## config.mk

```make
export PLATFORM = sky130hd
export DESIGN_NAME = integer_field_formatter
export DESIGN_NICKNAME = d
export VERILOG_FILES = /design/src/hw/rtl/iff_pkg.sv /design/src/hw/rtl/integer_field_formatter.sv
export SDC_FILE = /design/constraint.sdc
export NUM_CORES = 1
export LEC_CHECK = 0
export ABC_AREA = 1
export BUFFER_PORTS_ARGS = -buffer_cell sky130_fd_sc_hd__clkbuf_2
export CAP_MARGIN = 10
export CORE_ASPECT_RATIO = 0.5
export CORE_MARGIN = 8
export CORE_UTILIZATION = 30
export DETAILED_ROUTE_END_ITERATION = 7
export MAX_ROUTING_LAYER = met4
export PLACE_DENSITY_LB_ADDON = 0.12
export SYNTH_ARGS = -nofsm -noshare
export SYNTH_HDL_FRONTEND = slang
export SYNTH_SLANG_ARGS = --single-unit
```

## constraint.sdc

```tcl
create_clock -name clk -period 16.2 [get_ports clk]
set_input_delay 0 -clock clk [delete_from_list [all_inputs] [get_ports clk]]
set_output_delay 0 -clock clk [all_outputs]
set_load 0.02 [all_outputs]
```

## src/hw/rtl/iff_pkg.sv

```systemverilog
// shared constants, segment codes and digit lookup for the integer field formatter
`default_nettype none

package iff_pkg;

	localparam int unsigned CNT_W     = 7;   // character counts, up to 64
	localparam int unsigned NDIG      = 22;  // digit slots, enough for 64-bit octal
	localparam int unsigned DIG_W     = 4 * NDIG;
	localparam int unsigned ND_W      = 5;

	typedef logic [CNT_W-1:0] cnt_t;
	typedef logic [2:0]       seg_t;

	localparam seg_t SEG_PADF = 3'd0;
	localparam seg_t SEG_LEAD = 3'd1;
	localparam seg_t SEG_ZPAD = 3'd2;
	localparam seg_t SEG_ZERO = 3'd3;
	localparam seg_t SEG_DIGS = 3'd4;
	localparam seg_t SEG_PADB = 3'd5;

	localparam logic [1:0] BASE_DEC  = 2'd0;
	localparam logic [1:0] BASE_OCT  = 2'd1;
	localparam logic [1:0] BASE_HEXL = 2'd2;
	localparam logic [1:0] BASE_HEXU = 2'd3;

	localparam logic [7:0] CH_SPACE = 8'h20;
	localparam logic [7:0] CH_PLUS  = 8'h2B;
	localparam logic [7:0] CH_MINUS = 8'h2D;
	localparam logic [7:0] CH_ZERO  = 8'h30;
	localparam logic [7:0] CH_LX    = 8'h78;
	localparam logic [7:0] CH_UX    = 8'h58;

	function automatic logic [7:0] digit_char(input logic [3:0] d, input logic upper);
		logic [7:0] c;
		if (d < 4'd10)
			c = CH_ZERO + {4'd0, d};
		else if (upper)
			c = 8'h37 + {4'd0, d};
		else
			c = 8'h57 + {4'd0, d};
		return c;
	endfunction

endpackage

`default_nettype wire

```

## src/hw/rtl/integer_field_formatter.sv

```systemverilog
// integer field formatter: printf-style integer conversion, one character per output request
`default_nettype none

// Formats one integer with its conversion spec and sends the field's ASCII characters one
// per output request, with last on the final one. Input is taken only while the block is
// idle (in_stall low); the output register may still hold the previous field's last
// character. An item goes through: an accept step; for decimal or signed items, a
// shift-and-add-3 binary to BCD unit (octal and hex load their digits on accept); a
// leading-zero digit scan, one nibble per cycle; a planning step; then the field's
// characters, with a switch step between field segments (at most five).
module integer_field_formatter
	import iff_pkg::*;
#(
	parameter int unsigned MAX_FIELD_CHARS = 64
) (
	input  wire logic        clk,
	input  wire logic        arst_n,
	input  wire logic        in_valid,
	output logic             in_stall,
	input  wire logic [63:0] value,
	input  wire logic        wide,
	input  wire logic        is_signed,
	input  wire logic [1:0]  base_sel,
	input  wire logic        flag_left,
	input  wire logic        flag_zero,
	input  wire logic        flag_plus,
	input  wire logic        flag_space,
	input  wire logic        flag_alt,
	input  wire logic [6:0]  field_width,
	input  wire logic [5:0]  min_digits,
	output logic             out_valid,
	input  wire logic        out_stall,
	output logic [7:0]       out_char,
	output logic             last
);

	localparam cnt_t MAX_C = cnt_t'(MAX_FIELD_CHARS);

	localparam logic [2:0] S_IDLE = 3'd0;
	localparam logic [2:0] S_CONV = 3'd1;
	localparam logic [2:0] S_SCAN = 3'd2;
	localparam logic [2:0] S_PLAN = 3'd3;
	localparam logic [2:0] S_EMIT = 3'd4;

	logic [2:0]       state_q;
	logic [63:0]      mag_q;
	logic [DIG_W-1:0] dig_q;
	logic [5:0]       iter_q;
	logic [ND_W-1:0]  nd_q;
	logic             upper_q;
	logic             left_q;
	logic             zero_q;
	logic             alt_oct_q;
	cnt_t             width_q;
	cnt_t             prec_q;
	logic [15:0]      lead_q;
	logic [1:0]       nlead_q;
	cnt_t             zp_q, zeros_q, pb_q;
	cnt_t             rem_q;
	cnt_t             total_q;
	seg_t             seg_q;
	logic             ovalid_q;
	logic [7:0]       ochar_q;
	logic             olast_q;

	// accept-cycle decode
	logic [63:0] v_ext;
	logic        neg;
	logic [63:0] mag;
	logic        dec;
	logic [65:0] mag_x;
	logic [DIG_W-1:0] oct_dig, hex_dig;
	logic [15:0] lead_in;
	logic [1:0]  nlead_in;

	always_comb begin
		v_ext = wide ? value : {{32{is_signed & value[31]}}, value[31:0]};
		neg   = is_signed & v_ext[63];
		mag   = neg ? (64'd0 - v_ext) : v_ext;
		dec   = is_signed | (base_sel == BASE_DEC);
		mag_x = {2'b00, mag};
		for (int i = 0; i < NDIG; i++)
			oct_dig[4*i +: 4] = {1'b0, mag_x[3*i +: 3]};
		hex_dig = {{(DIG_W-64){1'b0}}, mag};
		lead_in  = 16'd0;
		nlead_in = 2'd0;
		if (is_signed) begin
			if (neg) begin
				lead_in  = {CH_MINUS, 8'd0};
				nlead_in = 2'd1;
			end else if (flag_plus) begin
				lead_in  = {CH_PLUS, 8'd0};
				nlead_in = 2'd1;
			end else if (flag_space) begin
				lead_in  = {CH_SPACE, 8'd0};
				nlead_in = 2'd1;
			end
		end else if (flag_alt && base_sel[1] && mag != 64'd0) begin
			lead_in  = {CH_ZERO, (base_sel == BASE_HEXU) ? CH_UX : CH_LX};
			nlead_in = 2'd2;
		end
	end

	// shift-and-add-3 step of the bcd unit
	logic [DIG_W-1:0] dd_adj;
	always_comb begin
		for (int i = 0; i < NDIG; i++)
			dd_adj[4*i +: 4] = (dig_q[4*i +: 4] >= 4'd5) ? dig_q[4*i +: 4] + 4'd3
				: dig_q[4*i +: 4];
	end

	// field planning
	cnt_t prec_lim, prec_c, nd_c, zeros_c, body_c, wid_c, pad_c;
	logic oct_lead;
	logic [1:0] nlead_c;
	always_comb begin
		prec_lim = MAX_C - cnt_t'(nlead_q);
		prec_c   = (prec_q > prec_lim) ? prec_lim : prec_q;
		nd_c     = cnt_t'(nd_q);
		zeros_c  = (prec_c > nd_c) ? prec_c - nd_c : '0;
		oct_lead = alt_oct_q && (zeros_c == '0) && (dig_q[DIG_W-1 -: 4] != 4'd0);
		nlead_c  = oct_lead ? 2'd1 : nlead_q;
		body_c   = cnt_t'(nlead_c) + zeros_c + nd_c;
		wid_c    = (width_q > MAX_C) ? MAX_C : width_q;
		pad_c    = (wid_c > body_c) ? wid_c - body_c : '0;
	end

	// segment sequencing
	logic       slot_free;
	logic [7:0] seg_char;
	cnt_t       next_rem;
	seg_t       next_seg;
	assign slot_free = !ovalid_q || !out_stall;
	assign next_seg  = seg_q + seg_t'(1);

	always_comb begin
		unique case (next_seg)
			SEG_LEAD: next_rem = cnt_t'(nlead_q);
			SEG_ZPAD: next_rem = zp_q;
			SEG_ZERO: next_rem = zeros_q;
			SEG_DIGS: next_rem = cnt_t'(nd_q);
			SEG_PADB: next_rem = pb_q;
			default:  next_rem = '0;
		endcase
		unique case (seg_q)
			SEG_LEAD: seg_char = lead_q[15:8];
			SEG_ZPAD: seg_char = CH_ZERO;
			SEG_ZERO: seg_char = CH_ZERO;
			SEG_DIGS: seg_char = digit_char(dig_q[DIG_W-1 -: 4], upper_q);
			default:  seg_char = CH_SPACE;
		endcase
	end

	logic emit;
	assign emit = (state_q == S_EMIT) && (rem_q != '0) && slot_free;

	always_ff @(posedge clk or negedge arst_n) begin
		if (!arst_n) begin
			state_q  <= S_IDLE;
			ovalid_q <= 1'b0;
		end else begin
			if (emit)
				ovalid_q <= 1'b1;
			else if (!out_stall)
				ovalid_q <= 1'b0;
			unique case (state_q)
				S_IDLE: begin
					if (in_valid)
						state_q <= dec ? S_CONV : S_SCAN;
				end
				S_CONV: begin
					if (iter_q == 6'd0)
						state_q <= S_SCAN;
				end
				S_SCAN: begin
					if (dig_q[DIG_W-1 -: 4] != 4'd0 || nd_q == ND_W'(1))
						state_q <= S_PLAN;
				end
				S_PLAN: state_q <= S_EMIT;
				S_EMIT: begin
					if (emit && total_q == cnt_t'(1))
						state_q <= S_IDLE;
				end
				default: state_q <= S_IDLE;
			endcase
		end
	end

	always_ff @(posedge clk) begin
		if (emit) begin
			ochar_q <= seg_char;
			olast_q <= (total_q == cnt_t'(1));
		end
		unique case (state_q)
			S_IDLE: begin
				mag_q     <= mag;
				dig_q     <= dec ? '0 : (base_sel == BASE_OCT ? oct_dig : hex_dig);
				iter_q    <= 6'd63;
				nd_q      <= ND_W'(NDIG);
				upper_q   <= !is_signed && (base_sel == BASE_HEXU);
				left_q    <= flag_left;
				zero_q    <= flag_zero;
				alt_oct_q <= !is_signed && flag_alt && (base_sel == BASE_OCT);
				width_q   <= field_width;
				prec_q    <= cnt_t'(min_digits);
				lead_q    <= lead_in;
				nlead_q   <= nlead_in;
			end
			S_CONV: begin
				dig_q  <= {dd_adj[DIG_W-2:0], mag_q[63]};
				mag_q  <= {mag_q[62:0], 1'b0};
				iter_q <= iter_q - 6'd1;
			end
			S_SCAN: begin
				// strip leading zero digits, keep at least one
				if (dig_q[DIG_W-1 -: 4] == 4'd0 && nd_q != ND_W'(1)) begin
					dig_q <= {dig_q[DIG_W-5:0], 4'd0};
					nd_q  <= nd_q - ND_W'(1);
				end
			end
			S_PLAN: begin
				if (oct_lead) begin
					lead_q <= {CH_ZERO, 8'd0};
				end
				nlead_q <= nlead_c;
				zeros_q <= zeros_c;
				zp_q    <= (!left_q && zero_q) ? pad_c : '0;
				pb_q    <= left_q ? pad_c : '0;
				total_q <= pad_c + body_c;
				seg_q   <= SEG_PADF;
				rem_q   <= (!left_q && !zero_q) ? pad_c : '0;
			end
			S_EMIT: begin
				if (rem_q == '0) begin
					seg_q <= next_seg;
					rem_q <= next_rem;
				end else if (emit) begin
					rem_q   <= rem_q - cnt_t'(1);
					total_q <= total_q - cnt_t'(1);
					if (seg_q == SEG_LEAD)
						lead_q <= {lead_q[7:0], 8'd0};
					if (seg_q == SEG_DIGS)
						dig_q <= {dig_q[DIG_W-5:0], 4'd0};
				end
			end
			default: ;
		endcase
	end

	assign in_stall  = (state_q != S_IDLE);
	assign out_valid = ovalid_q;
	assign out_char  = ochar_q;
	assign last      = olast_q;

endmodule

`default_nettype wire

```

==> impl_metrics.env <==
export IMPL_synth_warning_count=0
export IMPL_htreeDepth=1
export IMPL_final_area_um2=20000
export IMPL_synthCells=2277
export IMPL_p_leak_nw=8.57
export IMPL_finalSetupTns_ns=0
export IMPL_finClkSkew_ns=0.0136
export IMPL_pin_count=101
export IMPL_tightest_slew_ns=1.08
export IMPL_yosysMostFrequentCell="nand2_1"
export IMPL_drtIter0Drc=1396
export IMPL_rows=62
export IMPL_period_needed_ns=8.85
export IMPL_cts_tree="built"
export IMPL_grt_pass1_wl_um=89700
export IMPL_syn2layout_area_growth_pct=13.5
export IMPL_cts_sinks=241
export IMPL_slew_violations=0
export IMPL_die_w_um=359
export IMPL_synth_largest_area_cell="edfxtp_1"
export IMPL_hold_ws_ns=0.0607
export IMPL_synthArstFlopShare_pct=1.66
export IMPL_synth_top_cell_area_share_pct=40.4
export IMPL_routabilityCongestion=0.825
export IMPL_peakVddDrop_mv=0.250
export IMPL_port_buffers=99
export IMPL_cts_setup_buffers=0
export IMPL_synth_seq_area_share_pct=40.9
export IMPL_grt_usage_pct=16.9
export IMPL_clk_pin_slew_worst_paths_ns=0.07
export IMPL_rsz0062_at_grt="false"
export IMPL_nNetsFinal=2566
export IMPL_ys_flop_type="edfxtp_1"
export IMPL_cp_max_fo=8
export IMPL_first_pass_iters=7
export IMPL_dp_cells=3083
export IMPL_ctsHoldBuffers=37
export IMPL_drc_errors=0
export IMPL_syn_num_nets=2462
export IMPL_initial_core_util_pct=30.6
export IMPL_crit_path_max_incr_delay_ns=0.53
export IMPL_dieArea_um2=67300
export IMPL_cts_inserted_buffers=27
export IMPL_via_per_inst=4.98
export IMPL_status="complete, no violations"
export IMPL_path_class="reg -> reg"
export IMPL_wirelength_um=57100
export IMPL_synth_area_top_cells="edfxtp_1, nand2_1, inv_1, ha_1, o21ai_0"
export IMPL_cts_root_buf="clkbuf_16"
export IMPL_drv_cap=0
export IMPL_synth_area_um2=17600
export IMPL_grt_pass1_vias=15100
export IMPL_path_common_cell="nand2_1"
export IMPL_vias=15800
export IMPL_grt_overflow_total=0
export IMPL_antenna_found_initial=0
export IMPL_cp_start_kind="flip-flop"
export IMPL_instances_no_fill=3167
export IMPL_grt_max_degree=159
export IMPL_avgSynthCellArea_um2=7.75
export IMPL_cp_end_kind="flip-flop"
export IMPL_synthTopCellsByCount="nand2_1, inv_1, edfxtp_1"
export IMPL_synth_edff_count=237
export IMPL_drtAntennaViolNets=0
export IMPL_max_freq_mhz=113
export IMPL_setup_violations_final=0
export IMPL_drive_gt1_share_pct=8.96
export IMPL_arrival_ns=9.16
export IMPL_maxSlewHeadroom_pct=28.2
export IMPL_dieHeight_um=187
export IMPL_hold_path_class="in -> reg"
export IMPL_cts_resized=0
export IMPL_detail_route_wl_per_cell_um=18.0
export IMPL_cp_slowest_cell="fa_1"
export IMPL_critPathRequiredTime_ns=16.51
export IMPL_hold_viol=0
export IMPL_synth_seq_cells=241
export IMPL_placed_area_um2=18900
export IMPL_total_power_mw=5.26
export IMPL_antenna_cells=0
export IMPL_hpwl_um=41800
export IMPL_core_area_um2=57700
export IMPL_clk_latency_ns=0.56
export IMPL_powerDensity_nw_per_um2=263
export IMPL_synth_cell_type_count=55
export IMPL_cts_buffer_depth=3
export IMPL_filler_cell_count=6181
export IMPL_fin_crit_sh_pct=54.6
==> placed cells by master, fill, tap and decap left out, types with 23 or more instances in the layout <==
cell,instances
o211ai_1,46
nand3b_1,23
clkbuf_16,27
xor2_1,30
ha_1,90
nand2_1,540
o221ai_1,59
nand3_1,124
inv_1,318
edfxtp_1,237
a21oi_1,104
dlygate4sd3_1,37
nor2_1,232
o21ai_0,211
clkbuf_2,99
==> cell type report <==
| type | instances | area (um^2) | area share (%) |
|---|---|---|---|
| Timing Repair Buffer | 148 | 968 | 4.84 |
| Clock inverter | 12 | 81.3 | 0.406 |
| Tap cell | 768 | 961 | 4.80 |
| Multi-Input combinational cell | 1635 | 8850 | 44.2 |
| Sequential cell | 241 | 7220 | 36.1 |
| Inverter | 328 | 1230 | 6.15 |
| Clock buffer | 35 | 706 | 3.53 |
==> per-stage QoR <==
stage / setup WS, ns / utilization (%)
after floorplan: 5.56 / -
after global placement: 7.67 / 32.7
after detailed placement: 7.48 / 32.7
after CTS: 7.45 / 34.7
after global routing: 6.53 / 34.7
final: 7.35 / 34.7
==> flip-flops by register name, summed over array words and instances, names as in the netlist, 2 cells and up <==
| signal | cells |
|---|---|
| iter_q | 6 |
| seg_q | 3 |
| mag_q | 64 |
| out_char | 7 |
| state_q | 3 |
| rem_q | 7 |
| total_q | 7 |
| prec_q | 6 |
| width_q | 7 |
| lead_q | 9 |
| zeros_q | 7 |
| pb_q | 7 |
| nd_q | 5 |
| dig_q | 88 |
| nlead_q | 2 |
| zp_q | 7 |
==> report_power, final <==
group	switching, mW	internal (mW)
Sequential	0.166	1.27
Clock	0.266	0.320
Combinational	2.08	1.16
Total	2.51	2.75
==> layer usage <==
layer	vias to the layer above	track usage, %	routed length, um
li1	7926	-	-
met1	7470	24.5	29100
met2	320	25.7	24700
met3	51	2.19	2620
met4	0	2.04	664
met5	-	-	0
==> cell families after synthesis <==
logic type | share of synthesized area (%)
XOR/XNOR | 2.13
multiplexers | 0.0568
other | 0.0213
adder cells (fa/ha/maj) | 6.95
flip-flops | 40.9
AO/OA/AOI/OAI | 16.4
buffers and inverters | 9.14
AND/OR/NAND/NOR | 24.4
==> worst paths after layout <==
path                                        start                      to  slack, ns  cells past startpoint
max                          nlead_q[0]$_DFFE_PP_    total_q[6]$_DFFE_PP_       7.35                     50
min                                   base_sel[1]     lead_q[6]$_DFFE_PP_       0.06                      5
max reg2reg                  nlead_q[0]$_DFFE_PP_    total_q[6]$_DFFE_PP_       7.35                     50
min reg2reg                mag_q[0]$_SDFFCE_PP0P_      mag_q[1]$_DFFE_PP_       0.52                      2
max in group asynchronous                  arst_n   out_valid$_DFFE_PN0P_      15.52                      3
min in group asynchronous                  arst_n  state_q[2]$_DFFE_PN0P_       0.43                      3
==> worst max-delay path, delay by kind of cell, from the launching register on <==
kind                     cells  cell delay [ns]
AO/OA/AOI/OAI               10             1.72
XOR/XNOR                     1             0.14
adder cells (fa/ha/maj)      9             2.94
buffers and inverters        8             0.70
flip-flops                   1             0.41
AND/OR/NAND/NOR             22             2.68
(Power assumes the default switching activity.)
